**src/rtl/core/calendar_date_time_adjuster_assert.svh**
```systemverilog
// assertion helpers for the calendar date and time adjuster
`ifndef CALENDAR_DATE_TIME_ADJUSTER_ASSERT_SVH
`define CALENDAR_DATE_TIME_ADJUSTER_ASSERT_SVH

// same-cycle implication, checked out of reset
`define CDTA_ASSERT_NOW(lbl, ante, cons) \
    lbl: assert property (@(posedge aclk) disable iff (!aresetn) (ante) |-> (cons)) \
        else $error("calendar adjuster check failed");

// next-cycle implication, checked out of reset
`define CDTA_ASSERT_NEXT(lbl, ante, cons) \
    lbl: assert property (@(posedge aclk) disable iff (!aresetn) (ante) |=> (cons)) \
        else $error("calendar adjuster check failed");

`endif

```
**src/rtl/core/cdta_pkg.sv**
```systemverilog
package cdta_pkg;

    // working width of second, minute, hour and day counts
    localparam int TW = 17;
    // working width of the month count
    localparam int MW = 13;
    // divisor and remainder width of the shared divider
    localparam int DIV_W = 6;

    // reciprocal multipliers, (x * RECIP) >> SHIFT is exact for any TW-bit count
    localparam int RECIP_W = 18;
    localparam logic [RECIP_W-1:0] RECIP_60 = 18'd139811;
    localparam int                 SHIFT_60 = 23;
    localparam logic [RECIP_W-1:0] RECIP_24 = 18'd174763;
    localparam int                 SHIFT_24 = 22;
    localparam logic [RECIP_W-1:0] RECIP_12 = 18'd174763;
    localparam int                 SHIFT_12 = 21;

    localparam int RESET_YEAR = 1970;

    localparam logic [DIV_W-1:0] SEC_PER_MIN  = 6'd60;
    localparam logic [DIV_W-1:0] MIN_PER_HOUR = 6'd60;
    localparam logic [DIV_W-1:0] HOUR_PER_DAY = 6'd24;
    localparam logic [DIV_W-1:0] MON_PER_YEAR = 6'd12;
    localparam logic [MW-1:0]    LAST_MONTH   = 13'd12;

    localparam logic ACT_LOAD   = 1'b0;
    localparam logic ACT_ADJUST = 1'b1;

    // field under division
    typedef enum logic [1:0] {
        FLD_SEC  = 2'd0,
        FLD_MIN  = 2'd1,
        FLD_HOUR = 2'd2,
        FLD_MON  = 2'd3
    } field_t;

    // controller to datapath
    typedef struct packed {
        logic   load;
        logic   div_start;
        logic   div_take;
        logic   walk;
        logic   publish;
        field_t field;
    } cmd_t;

    // datapath to controller
    typedef struct packed {
        logic div_done;
        logic walk_more;
        logic out_free;
    } sts_t;

    // month length, month in 1..12
    function automatic logic [4:0] days_in(input logic [3:0] month, input logic leap);
        logic [4:0] len;
        case (month)
            4'd2: begin
                len = leap ? 5'd29 : 5'd28;
            end
            4'd4, 4'd6, 4'd9, 4'd11: begin
                len = 5'd30;
            end
            default: begin
                len = 5'd31;
            end
        endcase
        return len;
    endfunction

endpackage

```
**src/rtl/core/cdta_div.sv**
```systemverilog
module cdta_div (
    input  logic                          aclk,
    input  logic                          aresetn,
    input  logic                          start,
    input  logic [cdta_pkg::TW-1:0]       dividend,
    input  logic [cdta_pkg::DIV_W-1:0]    divisor,
    output logic [cdta_pkg::TW-1:0]       quot,
    output logic [cdta_pkg::DIV_W-1:0]    rem,
    output logic                          done
);

    localparam int TW = cdta_pkg::TW;
    localparam int RW = cdta_pkg::RECIP_W;
    localparam int DW = cdta_pkg::DIV_W;

    logic [TW-1:0]    num_reg, num_next;
    logic [DW-1:0]    div_reg, div_next;
    logic [TW-1:0]    quot_reg, quot_next;
    logic [DW-1:0]    rem_reg, rem_next;
    logic             mul_reg;
    logic             sub_reg;
    logic             done_reg;
    logic [RW-1:0]    recip;
    logic [TW+RW-1:0] prod;
    logic [TW-1:0]    quot_calc;
    logic [TW-1:0]    back;
    logic [TW-1:0]    diff;

    // reciprocal of the divisor, divisors are 60, 24 or 12
    always_comb begin
        case (div_reg)
            cdta_pkg::SEC_PER_MIN: begin
                recip = cdta_pkg::RECIP_60;
            end
            cdta_pkg::HOUR_PER_DAY: begin
                recip = cdta_pkg::RECIP_24;
            end
            default: begin
                recip = cdta_pkg::RECIP_12;
            end
        endcase
    end

    // first step: quotient from one multiply and a fixed shift
    assign prod = {{RW{1'b0}}, num_reg} * {{TW{1'b0}}, recip};

    always_comb begin
        case (div_reg)
            cdta_pkg::SEC_PER_MIN: begin
                quot_calc = TW'(prod >> cdta_pkg::SHIFT_60);
            end
            cdta_pkg::HOUR_PER_DAY: begin
                quot_calc = TW'(prod >> cdta_pkg::SHIFT_24);
            end
            default: begin
                quot_calc = TW'(prod >> cdta_pkg::SHIFT_12);
            end
        endcase
    end

    // second step: remainder from the registered quotient
    assign back = quot_reg * {{(TW-DW){1'b0}}, div_reg};
    assign diff = num_reg - back;

    always_comb begin
        num_next  = num_reg;
        div_next  = div_reg;
        quot_next = quot_reg;
        rem_next  = rem_reg;
        if (start) begin
            num_next = dividend;
            div_next = divisor;
        end
        if (mul_reg) begin
            quot_next = quot_calc;
        end
        if (sub_reg) begin
            rem_next = diff[DW-1:0];
        end
    end

    // stage flags: multiply, subtract, result ready
    always_ff @(posedge aclk) begin
        if (!aresetn) begin
            mul_reg  <= 1'b0;
            sub_reg  <= 1'b0;
            done_reg <= 1'b0;
        end else begin
            mul_reg  <= start;
            sub_reg  <= mul_reg;
            done_reg <= sub_reg;
        end
    end

    // operands and partial results
    always_ff @(posedge aclk) begin
        num_reg  <= num_next;
        div_reg  <= div_next;
        quot_reg <= quot_next;
        rem_reg  <= rem_next;
    end

    assign quot = quot_reg;
    assign rem  = rem_reg;
    assign done = done_reg;

endmodule

```
**src/rtl/core/cdta_datapath.sv**
```systemverilog
module cdta_datapath #(
    parameter int YEAR_BITS   = 14,
    parameter int OFFSET_BITS = 16
) (
    input  logic                 aclk,
    input  logic                 aresetn,
    input  cdta_pkg::cmd_t       cmd,
    output cdta_pkg::sts_t       sts,
    input  logic                 action,
    input  logic [13:0]          year_value,
    input  logic [11:0]          month_value,
    input  logic [15:0]          day_value,
    input  logic [15:0]          hour_value,
    input  logic [15:0]          minute_value,
    input  logic [15:0]          second_value,
    output logic                 out_valid,
    input  logic                 out_ready,
    output logic [13:0]          year_out,
    output logic [3:0]           month_out,
    output logic [4:0]           day_out,
    output logic [4:0]           hour_out,
    output logic [5:0]           minute_out,
    output logic [5:0]           second_out,
    output logic                 year_wrapped
);

    localparam int TW = cdta_pkg::TW;
    localparam int MW = cdta_pkg::MW;
    // year count holds the widest load plus all carries before the wrap
    localparam int YW = ((YEAR_BITS > 14) ? YEAR_BITS : 14) + 2;
    localparam int OB = (OFFSET_BITS > 16) ? 16 : OFFSET_BITS;
    localparam logic [15:0]   OMASK  = 16'((33'd1 << OB) - 33'd1);
    localparam logic [YW-1:0] YMASK  = YW'((64'd1 << YEAR_BITS) - 64'd1);
    localparam logic [YW-1:0] Y_RST  = YW'(cdta_pkg::RESET_YEAR);
    localparam logic [MW-1:0] MO_ONE = MW'(1);
    localparam logic [TW-1:0] D_ONE  = TW'(1);

    logic [YW-1:0] y_reg, y_next;
    logic [MW-1:0] mo_reg, mo_next;
    logic [TW-1:0] d_reg, d_next;
    logic [TW-1:0] h_reg, h_next;
    logic [TW-1:0] mi_reg, mi_next;
    logic [TW-1:0] s_reg, s_next;

    logic                       out_valid_reg;
    logic [13:0]                out_year_reg;
    logic [3:0]                 out_month_reg;
    logic [4:0]                 out_day_reg;
    logic [4:0]                 out_hour_reg;
    logic [5:0]                 out_minute_reg;
    logic [5:0]                 out_second_reg;
    logic                       out_wrap_reg;

    logic [TW-1:0]                div_dividend;
    logic [cdta_pkg::DIV_W-1:0]   div_divisor;
    logic [TW-1:0]                div_quot;
    logic [cdta_pkg::DIV_W-1:0]   div_rem;
    logic                         div_done;
    logic [MW-1:0]                mo_m1;
    logic [4:0]                   dim;
    logic [YW-1:0]                y_masked;

    assign mo_m1    = mo_reg - MO_ONE;
    assign dim      = cdta_pkg::days_in(mo_reg[3:0], y_reg[1:0] == 2'b00);
    assign y_masked = y_reg & YMASK;

    // divider operand select
    always_comb begin
        case (cmd.field)
            cdta_pkg::FLD_SEC: begin
                div_dividend = s_reg;
                div_divisor  = cdta_pkg::SEC_PER_MIN;
            end
            cdta_pkg::FLD_MIN: begin
                div_dividend = mi_reg;
                div_divisor  = cdta_pkg::MIN_PER_HOUR;
            end
            cdta_pkg::FLD_HOUR: begin
                div_dividend = h_reg;
                div_divisor  = cdta_pkg::HOUR_PER_DAY;
            end
            default: begin
                div_dividend = {{(TW-MW){1'b0}}, mo_m1};
                div_divisor  = cdta_pkg::MON_PER_YEAR;
            end
        endcase
    end

    cdta_div u_div (
        .aclk     (aclk),
        .aresetn  (aresetn),
        .start    (cmd.div_start),
        .dividend (div_dividend),
        .divisor  (div_divisor),
        .quot     (div_quot),
        .rem      (div_rem),
        .done     (div_done)
    );

    // working date and time, doubles as the held state between items
    always_comb begin
        y_next  = y_reg;
        mo_next = mo_reg;
        d_next  = d_reg;
        h_next  = h_reg;
        mi_next = mi_reg;
        s_next  = s_reg;
        if (cmd.load) begin
            if (action == cdta_pkg::ACT_LOAD) begin
                y_next  = YW'(year_value);
                mo_next = (month_value == 12'd0) ? MO_ONE : {1'b0, month_value};
                d_next  = (day_value == 16'd0) ? D_ONE : {1'b0, day_value};
                h_next  = {1'b0, hour_value};
                mi_next = {1'b0, minute_value};
                s_next  = {1'b0, second_value};
            end else begin
                y_next  = y_reg + YW'(year_value & OMASK[13:0]);
                mo_next = mo_reg + {1'b0, month_value & OMASK[11:0]};
                d_next  = d_reg + {1'b0, day_value & OMASK};
                h_next  = h_reg + {1'b0, hour_value & OMASK};
                mi_next = mi_reg + {1'b0, minute_value & OMASK};
                s_next  = s_reg + {1'b0, second_value & OMASK};
            end
        end else if (cmd.div_take) begin
            case (cmd.field)
                cdta_pkg::FLD_SEC: begin
                    s_next  = {{(TW-cdta_pkg::DIV_W){1'b0}}, div_rem};
                    mi_next = mi_reg + div_quot;
                end
                cdta_pkg::FLD_MIN: begin
                    mi_next = {{(TW-cdta_pkg::DIV_W){1'b0}}, div_rem};
                    h_next  = h_reg + div_quot;
                end
                cdta_pkg::FLD_HOUR: begin
                    h_next = {{(TW-cdta_pkg::DIV_W){1'b0}}, div_rem};
                    d_next = d_reg + div_quot;
                end
                default: begin
                    mo_next = {{(MW-cdta_pkg::DIV_W){1'b0}}, div_rem} + MO_ONE;
                    y_next  = y_reg + YW'(div_quot);
                end
            endcase
        end else if (cmd.walk) begin
            // one month of day carry
            d_next = d_reg - {{(TW-5){1'b0}}, dim};
            if (mo_reg == cdta_pkg::LAST_MONTH) begin
                mo_next = MO_ONE;
                y_next  = y_reg + YW'(1);
            end else begin
                mo_next = mo_reg + MO_ONE;
            end
        end else if (cmd.publish) begin
            y_next = y_masked;
        end
    end

    always_ff @(posedge aclk) begin
        if (!aresetn) begin
            y_reg  <= Y_RST;
            mo_reg <= MO_ONE;
            d_reg  <= D_ONE;
            h_reg  <= '0;
            mi_reg <= '0;
            s_reg  <= '0;
        end else begin
            y_reg  <= y_next;
            mo_reg <= mo_next;
            d_reg  <= d_next;
            h_reg  <= h_next;
            mi_reg <= mi_next;
            s_reg  <= s_next;
        end
    end

    // result register, held until the transaction completes
    always_ff @(posedge aclk) begin
        if (!aresetn) begin
            out_valid_reg <= 1'b0;
        end else if (cmd.publish) begin
            out_valid_reg <= 1'b1;
        end else if (out_ready) begin
            out_valid_reg <= 1'b0;
        end
    end

    always_ff @(posedge aclk) begin
        if (cmd.publish) begin
            out_year_reg   <= y_masked[13:0];
            out_month_reg  <= mo_reg[3:0];
            out_day_reg    <= d_reg[4:0];
            out_hour_reg   <= h_reg[4:0];
            out_minute_reg <= mi_reg[5:0];
            out_second_reg <= s_reg[5:0];
            out_wrap_reg   <= ((y_reg & ~YMASK) != '0);
        end
    end

    assign sts.div_done  = div_done;
    assign sts.walk_more = (d_reg > {{(TW-5){1'b0}}, dim});
    assign sts.out_free  = !out_valid_reg || out_ready;

    assign out_valid    = out_valid_reg;
    assign year_out     = out_year_reg;
    assign month_out    = out_month_reg;
    assign day_out      = out_day_reg;
    assign hour_out     = out_hour_reg;
    assign minute_out   = out_minute_reg;
    assign second_out   = out_second_reg;
    assign year_wrapped = out_wrap_reg;

endmodule

```
**src/rtl/core/cdta_ctrl.sv**
```systemverilog
module cdta_ctrl (
    input  logic           aclk,
    input  logic           aresetn,
    input  logic           in_accept,
    input  cdta_pkg::sts_t sts,
    output cdta_pkg::cmd_t cmd,
    output logic           in_ready
);

    typedef enum logic [4:0] {
        ST_IDLE    = 5'b00001,
        ST_DIV_GO  = 5'b00010,
        ST_DIV_RUN = 5'b00100,
        ST_WALK    = 5'b01000,
        ST_FIN     = 5'b10000
    } state_t;

    state_t            state_reg, state_next;
    cdta_pkg::field_t  field_reg, field_next;

    // sequence: seconds, minutes, hours, months through the divider, then month walk and publish
    always_comb begin
        state_next    = state_reg;
        field_next    = field_reg;
        cmd           = '0;
        cmd.field     = field_reg;
        in_ready      = 1'b0;
        case (state_reg)
            ST_IDLE: begin
                in_ready = 1'b1;
                if (in_accept) begin
                    cmd.load   = 1'b1;
                    field_next = cdta_pkg::FLD_SEC;
                    state_next = ST_DIV_GO;
                end
            end
            ST_DIV_GO: begin
                cmd.div_start = 1'b1;
                state_next    = ST_DIV_RUN;
            end
            ST_DIV_RUN: begin
                if (sts.div_done) begin
                    cmd.div_take = 1'b1;
                    case (field_reg)
                        cdta_pkg::FLD_SEC: begin
                            field_next = cdta_pkg::FLD_MIN;
                            state_next = ST_DIV_GO;
                        end
                        cdta_pkg::FLD_MIN: begin
                            field_next = cdta_pkg::FLD_HOUR;
                            state_next = ST_DIV_GO;
                        end
                        cdta_pkg::FLD_HOUR: begin
                            field_next = cdta_pkg::FLD_MON;
                            state_next = ST_DIV_GO;
                        end
                        default: begin
                            state_next = ST_WALK;
                        end
                    endcase
                end
            end
            ST_WALK: begin
                if (sts.walk_more) begin
                    cmd.walk = 1'b1;
                end else begin
                    state_next = ST_FIN;
                end
            end
            ST_FIN: begin
                if (sts.out_free) begin
                    cmd.publish = 1'b1;
                    state_next  = ST_IDLE;
                end
            end
            default: begin
                state_next = ST_IDLE;
            end
        endcase
    end

    always_ff @(posedge aclk) begin
        if (!aresetn) begin
            state_reg <= ST_IDLE;
            field_reg <= cdta_pkg::FLD_SEC;
        end else begin
            state_reg <= state_next;
            field_reg <= field_next;
        end
    end

endmodule

```
**src/rtl/core/calendar_date_time_adjuster.sv**
```systemverilog
// channel   dir  tdata (low bit up)                                  tuser
// s_        in   year 14, month 12, day 16, hour 16, minute 16,       action
//                second 16, zero pad to 96
// m_        out  year 14, month 4, day 5, hour 5, minute 6, second 6  year_wrapped
//
// an item passes from input to result through the shared divider
// (seconds, minutes, hours, months in turn), then one walk step per month
// boundary crossed by the day carry.
// aresetn is synchronous; reset sets 1970-01-01 00:00:00.
// one item at a time; the next item is taken while a result waits on m_tready.
`include "calendar_date_time_adjuster_assert.svh"

module calendar_date_time_adjuster #(
    parameter int YEAR_BITS   = 14,
    parameter int OFFSET_BITS = 16
) (
    input  logic        aclk,
    input  logic        aresetn,
    input  logic        s_tvalid,
    output logic        s_tready,
    // year_value, month_value, day_value, hour_value, minute_value, second_value
    input  logic [95:0] s_tdata,
    // action
    input  logic        s_tuser,
    output logic        m_tvalid,
    input  logic        m_tready,
    // year_out, month_out, day_out, hour_out, minute_out, second_out
    output logic [39:0] m_tdata,
    // year_wrapped
    output logic        m_tuser
);

    cdta_pkg::cmd_t cmd;
    cdta_pkg::sts_t sts;
    logic           in_accept;

    logic [13:0] year_out;
    logic [3:0]  month_out;
    logic [4:0]  day_out;
    logic [4:0]  hour_out;
    logic [5:0]  minute_out;
    logic [5:0]  second_out;

    assign in_accept = s_tvalid && s_tready;

    cdta_ctrl u_ctrl (
        .aclk      (aclk),
        .aresetn   (aresetn),
        .in_accept (in_accept),
        .sts       (sts),
        .cmd       (cmd),
        .in_ready  (s_tready)
    );

    cdta_datapath #(
        .YEAR_BITS   (YEAR_BITS),
        .OFFSET_BITS (OFFSET_BITS)
    ) u_datapath (
        .aclk         (aclk),
        .aresetn      (aresetn),
        .cmd          (cmd),
        .sts          (sts),
        .action       (s_tuser),
        .year_value   (s_tdata[13:0]),
        .month_value  (s_tdata[25:14]),
        .day_value    (s_tdata[41:26]),
        .hour_value   (s_tdata[57:42]),
        .minute_value (s_tdata[73:58]),
        .second_value (s_tdata[89:74]),
        .out_valid    (m_tvalid),
        .out_ready    (m_tready),
        .year_out     (year_out),
        .month_out    (month_out),
        .day_out      (day_out),
        .hour_out     (hour_out),
        .minute_out   (minute_out),
        .second_out   (second_out),
        .year_wrapped (m_tuser)
    );

    // result packing
    assign m_tdata = {second_out, minute_out, hour_out, day_out, month_out, year_out};

    // normalized fields stay in calendar range
    `CDTA_ASSERT_NOW(a_month_range, m_tvalid, (month_out != 4'd0) && (month_out <= 4'd12))
    `CDTA_ASSERT_NOW(a_day_nonzero, m_tvalid, day_out != 5'd0)
    `CDTA_ASSERT_NOW(a_hour_range, m_tvalid, hour_out < 5'd24)
    `CDTA_ASSERT_NOW(a_min_sec_range, m_tvalid, (minute_out < 6'd60) && (second_out < 6'd60))
    // an accepted item never finishes in the following cycle
    `CDTA_ASSERT_NEXT(a_busy_after_accept, s_tvalid && s_tready, !s_tready)

endmodule
```
**config.mk**
```make
export PLATFORM = sky130hd
export DESIGN_NAME = calendar_date_time_adjuster
export DESIGN_NICKNAME = d
export VERILOG_FILES = /design/src/rtl/core/cdta_pkg.sv /design/src/rtl/core/cdta_div.sv /design/src/rtl/core/cdta_datapath.sv /design/src/rtl/core/cdta_ctrl.sv /design/src/rtl/core/calendar_date_time_adjuster.sv
export VERILOG_INCLUDE_DIRS = /design/src /design/src/rtl/core
export SDC_FILE = /design/constraint.sdc
export NUM_CORES = 1
export LEC_CHECK = 0
export BUFFER_PORTS_ARGS = -buffer_cell sky130_fd_sc_hd__buf_2
export CAP_MARGIN = 20
export CORE_MARGIN = 5
export CORE_UTILIZATION = 38
export CTS_BUF_LIST = sky130_fd_sc_hd__clkbuf_8
export CTS_CLUSTER_SIZE = 24
export DETAILED_ROUTE_END_ITERATION = 8
export GPL_TIMING_DRIVEN = 0
export SYNTH_ARGS = -nofsm -noshare
export SYNTH_HDL_FRONTEND = slang
export SYNTH_SLANG_ARGS = --single-unit
```
**constraint.sdc**
```tcl
create_clock -name aclk -period 8.9 [get_ports aclk]
set_clock_uncertainty 0.1 [all_clocks]
set_input_delay 0.89 -clock aclk [delete_from_list [all_inputs] [get_ports aclk]]
set_output_delay 0.89 -clock aclk [all_outputs]
set_load 0.02 [all_outputs]
```
# == Word level (Yosys, flattened, before mapping) ==
# Index checks and enable logic that the tools add are counted.
# word_totals
ff_bits,195
input_bits,101
output_inout_bits,43
wordCells,155
# classes
add_sub_neg,16
multipliers,2
n_lt_le_gt_ge,1
n_eq_ne,23
n_mux,60
n_reduce_logical,29
# ops
cell,count
$mux W17,15
$mux W16,9
$mux W13,6
$add A17 B16 Y17,4
$pmux W17 S2,2
$add A17 B17 Y17,3
$pmux W17 S3,1
$mul A17 B18 Y35,1
$pmux W14 S2,1
$pmux W5 S5,1
$mux W5,4
$gt A17 B5 Y1,1
$mul A17 B6 Y6,1
$sub A17 B5 Y17,1
$add A16 B1 Y16 const B,1
$add A16 B14 Y16,1
$add A16 B16 Y16,1
$logic_not A16 Y1,1
$reduce_bool A16 Y1,1
$add A13 B1 Y13 const B,1
$add A13 B12 Y13,1
$eq A13 B4 Y1 const B,1
$mux W1,13
$sub A13 B1 Y13 const B,1
41 further kinds,59

# == Logic depth before layout (Yosys ltp) ==
# Gate-level depths: netlist of the first run.
# logic_depth
ltp_word,9
ltp_mapped,26
ltp_nobuf,24

# == Modules after synthesis ==
# From an unflattened synthesis of the first run, not the netlist that was laid out.
# unflattened
cells_unflattened,2564
hier_area_um2,22510.3
# modules_own_cells
mod,instances,cells_per_inst,area_each_um2,seq_area_each_um2
cdta_datapath,1,1822,14828.0,3193.1
cdta_div,1,677,7140.6,1351.3
cdta_ctrl,1,64,535.5,140.1
calendar_date_time_adjuster,1,1,6.3,0.0

# == Least setup slack after synthesis of the first run ==
# OpenSTA, ideal clock, no wires.
# synth_timing
path_kind,register to register
from,reg u_datapath.u_div.div_reg[2]
to,reg u_datapath.u_div.quot_reg[11] (netlist: u_datapath.u_div.quot[11]) (data pin)
setup_ns,0.272
arrival_ns,6.041
required_time_ns,8.528
slack_ns,2.486
stages_incl_launch_ff,26
n_path_buf,2
period_less_slack_ns,6.414
cell_sequence,edfxtp_1 and3_1 clkbuf_1 clkbuf_1 nor2_1 ha_1 inv_1 fa_1 inv_1 fa_1 inv_1 fa_1 inv_1 fa_1 inv_1 fa_1 inv_1 ha_1 nand4_2 nor4_1 o311ai_1 a31oi_1 a31oi_1 o41ai_2 xnor2_1 o221ai_1
# synth_between
elab_chain_len,4
elab_cells_between_ends,5
cone_classes,mul (1); eq/ne (2); mux (2)
# synth_lines
item,line_no,text
from (decl),cdta_div.sv:17,"logic [DW-1:0] div_reg, div_next;"
from (signal assigned),cdta_div.sv:98,div_reg <= div_next;
$eq A6 B6 Y1,"cdta_div.sv:31, cdta_div.sv:48",
$mux W16,cdta_div.sv:31,case (div_reg)
$mul A17 B18 Y35,cdta_div.sv:45,"assign prod = {{RW{1'b0}}, num_reg} * {{TW{1'b0}}, recip};"
$pmux W14 S2 *,cdta_div.sv:48,case (div_reg)
via u_datapath.u_div.quot_calc[11],cdta_div.sv:25,logic [TW-1:0] quot_calc;
to (signal assigned),cdta_div.sv:99,quot_reg <= quot_next;
to (decl),cdta_div.sv:18,"logic [TW-1:0] quot_reg, quot_next;"
# The timed path passes the listed nets; every way through them passes the cells marked *.
# A chain may end at the register's enable or synchronous reset.

# == Worst setup path after layout of the first run ==
# layout_timing
from,reg u_datapath.u_div.div_reg[2]
to,reg u_datapath.u_div.quot_reg[9] (netlist: u_datapath.u_div.quot[9]) (data pin)
# Same word-level chain as after synthesis.

==> results of run 1 <==
==> cell usage after synthesis, types with 16 or more instances <==
library cell / instances
and2_1: 31
nand3_1: 63
nor3_1: 52
nand2_1: 174
clkbuf_1: 64
xor2_1: 63
fa_1: 100
mux2i_1: 29
a31oi_1: 21
o21a_1: 28
or3_1: 21
xnor2_1: 93
a221oi_1: 18
inv_1: 221
o21ai_0: 122
mux2_2: 16
a22oi_1: 19
nor2b_1: 34
a21oi_1: 183
a211oi_1: 42
a222oi_1: 29
nor2_1: 193
ha_1: 301
nand2b_1: 17
dfxtp_1: 108
a21o_1: 48
o211ai_1: 34
and3_1: 27
edfxtp_1: 81
==> routing by layer <==
layer	GRT usage, %	vias to the layer above	share of wire [%]
met1	35.0	9677	44
met4	9.46	0	3.9
met2	40.8	939	45
met5	0	-	0
met3	4.01	140	7.6
li1	-	9443	-
==> path summary, 6_finish.rpt <==
check / startpoint / endpoint / slack (ps) / cells after the start
hold reg to reg: u_datapath.mo_reg[3]$_SDFFE_PN0P_ / u_datapath.month_out[3]$_DFFE_PP_ / 400 / 0
setup reg to reg: u_datapath.u_div.div_reg[2]$_DFFE_PP_ / u_datapath.u_div.quot[9]$_DFFE_PP_ / 1160 / 26
hold / removal: u_datapath.mo_reg[3]$_SDFFE_PN0P_ / u_datapath.month_out[3]$_DFFE_PP_ / 400 / 0
setup / recovery: u_datapath.u_div.div_reg[2]$_DFFE_PP_ / u_datapath.u_div.quot[9]$_DFFE_PP_ / 1160 / 26
==> logic make-up (layout without fill, tap and decap cells) <==
logic type | after synthesis | count (layout) | share of synthesized area [%]
AO/OA/AOI/OAI | 702 | 702 | 22.1
other | 0 | 4 | 0
buffers and inverters | 314 | 491 | 5.66
adder cells (fa/ha/maj) | 401 | 401 | 26.8
AND/OR/NAND/NOR | 687 | 687 | 15.5
XOR/XNOR | 156 | 156 | 6.36
flip-flops | 189 | 189 | 21.4
multiplexers | 45 | 45 | 2.19
==> critical path, cell delays in order (launching register included) <==
cell and delay (ps):
edfxtp_1 500, and3_1 200, clkbuf_1 220, clkbuf_1 490, nor2_1 100, ha_1 330
inv_1 70, fa_1 520, inv_1 80, fa_1 540, inv_1 90, fa_1 550
inv_1 50, fa_1 470, inv_1 50, fa_1 470, inv_1 40, ha_1 310
nand4_2 140, nor3b_1 80, a211oi_1 610, a31oi_1 300, o211ai_1 330, nand2_1 150
o311ai_1 510, a22oi_1 140, o21ai_0 130
==> layout make-up <==
class	count	area (um^2)
antenna	4	10.0
buffer	91	379
clock buffer	21	289
clock inverter	11	116
fill	5641	32500
inverter	223	837
multi-input combinational	1991	15700
sequential	189	4590
tap	756	946
timing repair buffer	145	830
==> metrics by stage <==
step | instance area [um^2] | std cells | total power (W) | util, %
after floorplan | 21500 | 2494 | 0.00602 | -
after global placement | 23100 | 3386 | 0.00749 | 41.2
after detailed placement | 23300 | 3395 | 0.00764 | 41.4
after CTS | 23700 | 3427 | 0.00832 | 42.2
after global routing | 23700 | 3429 | 0.00921 | 42.2
final | 23700 | 3431 | 0.00839 | 42.2
==> layout by cell type (no fill, tap or decap), drive strengths merged, types with 16 or more instances in the layout <==
cell type  Yosys  final
and2          32     32
inv          223    226
clkbuf        64     85
fa           100    100
nand2        176    176
nor2b         34     34
a31oi         23     23
a221oi        18     18
o22ai         16     16
nand2b        17     17
nor3          52     52
o21ai        134    134
nor2         195    195
mux2i         29     29
xor2          63     63
buf           27    172
dfxtp        108    108
a222oi        29     29
o21a          28     28
a21oi        184    184
or3           22     22
mux2          16     16
nand3         63     63
a21o          48     48
o211ai        34     34
a211oi        43     43
and3          27     27
edfxtp        81     81
xnor2         93     93
ha           301    301
a22oi         20     20
==> power groups by stage <==
stage                     sequential, W  clock, W  combinational, W
after global routing            0.00154  0.000678           0.00700
after detailed placement        0.00152         0           0.00612
after global placement          0.00152         0           0.00597
after CTS                       0.00150  0.000649           0.00617
final                           0.00152  0.000641           0.00623
after floorplan                 0.00138         0           0.00464
==> metrics.md, run 1 <==
| Metric | Value |
|---|---|
| Min-Delay Path Class | `reg -> reg` |
| Fin. Hold Viols | `0` |
| Power per cell area | `354 nW/um^2` |
| Routed vias | `20200` |
| Synth Flop Type | `dfxtp_1` |
| Worst EP required | `9220 ps` |
| Share of cells above drive strength 1 | `9.28%` |
| Status | `finished, final reports clean` |
| Top cells by area, synth | `ha_1, edfxtp_1, dfxtp_1` |
| Clock tree sinks | `189` |
| Nets | `3160` |
| Initial antenna violation count | `3` |
| Final setup vio count | `0` |
| Slew @ Worst Pin | `1250 ps` |
| Fmax | `129 MHz` |
| Crit-path max FO | `10` |
| Min setup slack post-route | `1160 ps` |
| Syn_nets | `2996` |
| Worst Setup Start Kind | `flip-flop` |
| CTS root buf | `clkbuf_8` |
| Largest net degree at the start of global routing | `31` |
| CP Data Arrival Time | `8060 ps` |
| Comb pwr share | `74.2%` |
| Net Sw Frac | `52.6%` |
| Number of synthesized register bits | `189` |
| Post-Syn Area | `21500 um^2` |
| First-pass GRT wire length | `119000 um` |
| Post-synth EDFFs | `81` |
| Rows | `87` |
| Buffers on Ports | `136` |
| CTS tree | `yes` |
| GR Overflow Total | `0` |
| CTS Hold Bufs | `0` |
| Most area-hungry cell type in the Yosys netlist | `ha_1` |
| Routed Antenna Nets | `0` |
| Crit end category | `flip-flop` |
| Final Slew Violations | `0` |
| Vias/cell | `5.89` |
| Initial DRC Count | `2121` |
| CTS buffer count | `17` |
| Clk_lat worst skew | `600 ps` |
| Area of the die | `61400 um^2` |
| Total number of yosys warnings | `0` |
| Starting density of the core | `38.3%` |
| RSZ-0062 raised after global routing | `no` |
| Vias in the first global route | `19400` |
| Post-Syn Instances | `2494` |
| Power share of the sequential group | `18.2%` |
| H-tree Lvls | `4` |
| Seq/Total Area, Yosys | `21.4%` |
| Lkg Pwr | `10.4 nW` |
| Maximum capacitance violations | `0` |
| Setup Fix Bufs, Post-CTS | `0` |
| Top-area cell type share of the netlist area | `17.5%` |
| CORE AREA | `56200 um^2` |
| Net Sw Power | `0.00441 W` |
| Int Power | `0.00398 W` |
| Final worst path period share | `86.9%` |
| Layout area overhead | `10.2%` |
| Max transition margin | `16.7%` |
| DR pass1 iterations | `8` |
| Global placement routability congestion | `0.949` |
| Synth unique cells | `96` |
| I/O Pins | `144` |
| Average wire per standard cell | `23.3 um` |
| Fin Hold WS | `403 ps` |
| Total GRT Usage | `25.5%` |
| CTS max path bufs | `2` |
| Clock transition at path regs | `110 ps` |
| Crit Path Category | `reg -> reg` |
| Final WL | `80100 um` |
| PostCTS Resize Cnt | `0` |
| Post-layout min period | `7740 ps` |
| Place WS | `1220 ps` |
| Ys async rst share | `0%` |
| Syn avg cell area | `8.62 um^2` |
| Drt drc | `0` |
| Final setup TNS | `0 ps` |
| HPWL Detailed | `63800 um` |
| Die Wd | `248 um` |
| Peak supply drop | `0.457 mV` |
| Height of the die | `248 um` |
| Clock share of power | `7.6%` |
Power figures use the tool's default switching activity.
==> run 2, diff against run 1 <==
--- a/config.mk
+++ b/config.mk
@@ -6,6 +6,7 @@
 export SDC_FILE = /design/constraint.sdc
 export NUM_CORES = 1
 export LEC_CHECK = 0
+export ABC_CLOCK_PERIOD_IN_PS = 7250
 export BUFFER_PORTS_ARGS = -buffer_cell sky130_fd_sc_hd__buf_2
 export CAP_MARGIN = 20
 export CORE_MARGIN = 5
==> constraint.sdc (replaced) <==
create_clock -name aclk -period 7.25 [get_ports aclk]
set_clock_uncertainty 0.1 [all_clocks]
set_input_delay 0.725 -clock aclk [delete_from_list [all_inputs] [get_ports aclk]]
set_output_delay 0.725 -clock aclk [all_outputs]
set_load 0.02 [all_outputs]
==> run 2 against run 1 <==
  * Total power rose by 24%
  * Global-route usage about the same
  * Count of clock-buffer cells in the layout stayed put
  * Combinational power increased by 25%
  * Via count shrank 0.19%
  * Cell count unchanged
  * First-iteration DRC count is 1.5% lower
  * Sequential share of layout area shrank 0.052 points
  * Maximum frequency grew 11%
  * Non-clock buffer count rose by 2
  * Critical endpoint is now u_datapath.u_div.quot[11]$_DFFE_PP_
==> metrics.md, run 2 (same netlist as run 1, synthesis figures left out) <==
| Metric | Value |
|---|---|
| Post-route cell area | `23800 um^2` |
| Crit-path max FO | `10` |
| Final setup vio count | `0` |
| Buf/Inv on CP | `7` |
| CTS root buf | `clkbuf_8` |
| CTS tree | `yes` |
| Cell Chain, Critical Path | `and3_4 > buf_4 > nor2_1 > ha_1 > inv_1 > fa_1 > inv_1 > fa_1 > inv_1 > fa_1 > inv_1 > fa_1 > inv_1 > fa_1 > inv_1 > ha_1 > nand4_2 > nor2_1 > o2111ai_2 > a31oi_1 > a31oi_1 > o41ai_2 > xnor2_1 > o221ai_1` |
| CP max stage delay | `550 ps` |
| Total GRT Usage | `25.5%` |
| Min-Delay Path Class | `in -> reg` |
| I/O Pins | `144` |
| Global placement routability congestion | `0.949` |
| Power per cell area | `439 nW/um^2` |
| Average wire per standard cell | `23.4 um` |
| Die Wd | `248 um` |
| DR pass1 iterations | `6` |
| H-tree Lvls | `4` |
| Initial antenna violation count | `3` |
| CTS Hold Bufs | `0` |
| Nets | `3162` |
| Final Slew Violations | `0` |
| Placed cell area | `23300 um^2` |
| Peak supply drop | `0.667 mV` |
| CTS buffer count | `17` |
| Reg-to-Reg End | `u_datapath.u_div.quot[11]$_DFFE_PP_` |
| Most common cell after layout, fill and taps aside | `ha_1` |
| Max transition margin | `16.8%` |
| Starting density of the core | `38.3%` |
| Slew @ Worst Pin | `1250 ps` |
| Status | `finished, final reports clean` |
| Initial DRC Count | `2090` |
| Height of the die | `248 um` |
| CP top delay family | `adder cells` |
| Clock transition at path regs | `110 ps` |
| Fin. Hold Viols | `0` |
| Share of cells above drive strength 1 | `9.76%` |
| HPWL Detailed | `63800 um` |
| Crit Reg-Reg Startpoint | `u_datapath.u_div.div_reg[2]$_DFFE_PP_` |
| Reg2reg path depth | `24` |
| Routed Antenna Nets | `0` |
| R2R Setup Slk | `300 ps` |
| GR Overflow Total | `0` |
| CP dominant cell by count | `inv_1` |
| CP Data Arrival Time | `7160 ps` |
| Slowest-stage cell, CP | `fa_1` |
| Layout area overhead | `10.5%` |
| Rows | `87` |
| Worst setup path end | `u_datapath.u_div.quot[11]$_DFFE_PP_` |
| Vias/cell | `5.88` |
| Crit. path cell count | `24` |
| Final WL | `80200 um` |
| Post-layout min period | `6950 ps` |
| CORE AREA | `56200 um^2` |
| Maximum capacitance violations | `0` |
| Non-Filler Instances | `3431` |
| Final worst path period share | `95.8%` |
| Lkg Pwr | `10.4 nW` |
| Fmax | `144 MHz` |
| Crit Path Category | `reg -> reg` |
| Worst EP required | `7460 ps` |
| Crit path launch | `u_datapath.u_div.div_reg[2]$_DFFE_PP_` |
| Most frequent cells in the layout | `ha_1, inv_1, nor2_1` |
| Power Total | `0.0104 W` |
| First-pass GRT wire length | `119000 um` |
| Clk_lat worst skew | `590 ps` |
| DP Cell Count | `3395` |
| CTS max path bufs | `2` |
| Routed vias | `20200` |
| Buffers on Ports | `136` |
| Vias in the first global route | `19400` |
| Clock tree sinks | `189` |
| Worst Setup Start Kind | `flip-flop` |
| Drt drc | `0` |
| Crit end category | `flip-flop` |
| Fillers | `5641` |
| Area of the die | `61400 um^2` |
| Largest net degree at the start of global routing | `31` |
## run 2: timing repair
item,CTS,global route
setup endpoints to repair,11,12
gates resized for setup,4,14
pin swaps,0,4
setup buffers,0,3
## run 2: worst min path at each step
stage                                 startpoint                                end  cells past startpoint  slack (ps)
2_1_floorplan  u_datapath.mo_reg[3]$_SDFFE_PN0P_  u_datapath.month_out[3]$_DFFE_PP_                      0         330
3_3_place_gp   u_datapath.mo_reg[3]$_SDFFE_PN0P_  u_datapath.month_out[3]$_DFFE_PP_                      0         370
3_5_place_dp   u_datapath.mo_reg[3]$_SDFFE_PN0P_  u_datapath.month_out[3]$_DFFE_PP_                      0         370
4_1_cts                              s_tdata[87]  u_datapath.s_reg[13]$_SDFFE_PN0P_                      3         290
5_1_grt                              s_tdata[86]  u_datapath.s_reg[12]$_SDFFE_PN0P_                      3         330
6_report                             s_tdata[87]  u_datapath.s_reg[13]$_SDFFE_PN0P_                      3         320
## run 2: power by group
group          internal, W  total (W)  switching [W]
Sequential         0.00144    0.00187       0.000426
Clock             0.000340   0.000783       0.000443
Combinational      0.00316    0.00777        0.00461
Total              0.00494     0.0104        0.00548
## run 2: layout make-up
class                   instances  area [um^2]  area share [%]
diodes                          2         5.00          0.0211
well taps                     756          946            3.98
multi-input cells            1991        15700            66.2
repair buffers                148          852            3.59
clock buffers                  21          289            1.22
inverters                     223          837            3.52
clock inverters                11          116           0.490
plain buffers                  90          383            1.61
flip-flops and latches        189         4590            19.3
## run 2: tightest hold or removal path, stage by stage
cell      delay, ps
buf_2            90
a222oi_1         80
nor2_1           80
## run 2: per-stage QoR
step                      util (%)  setup WS [ps]  TNS, ps  hold slack (ps)
after floorplan                  -            836        0              332
after global placement        41.2           -324    -2220              367
after detailed placement      41.4           -428    -3390              371
after CTS                     42.2           16.1        0              287
after global routing          42.3          -46.1    -88.5              330
final                         42.3            302        0              324
## run 2: per-layer routing
metal | wire length [um] | GRT usage, %
met1 | 34700 | 35.0
met2 | 36100 | 40.7
met3 | 6230 | 4.01
met4 | 3100 | 9.60
met5 | 0 | 0
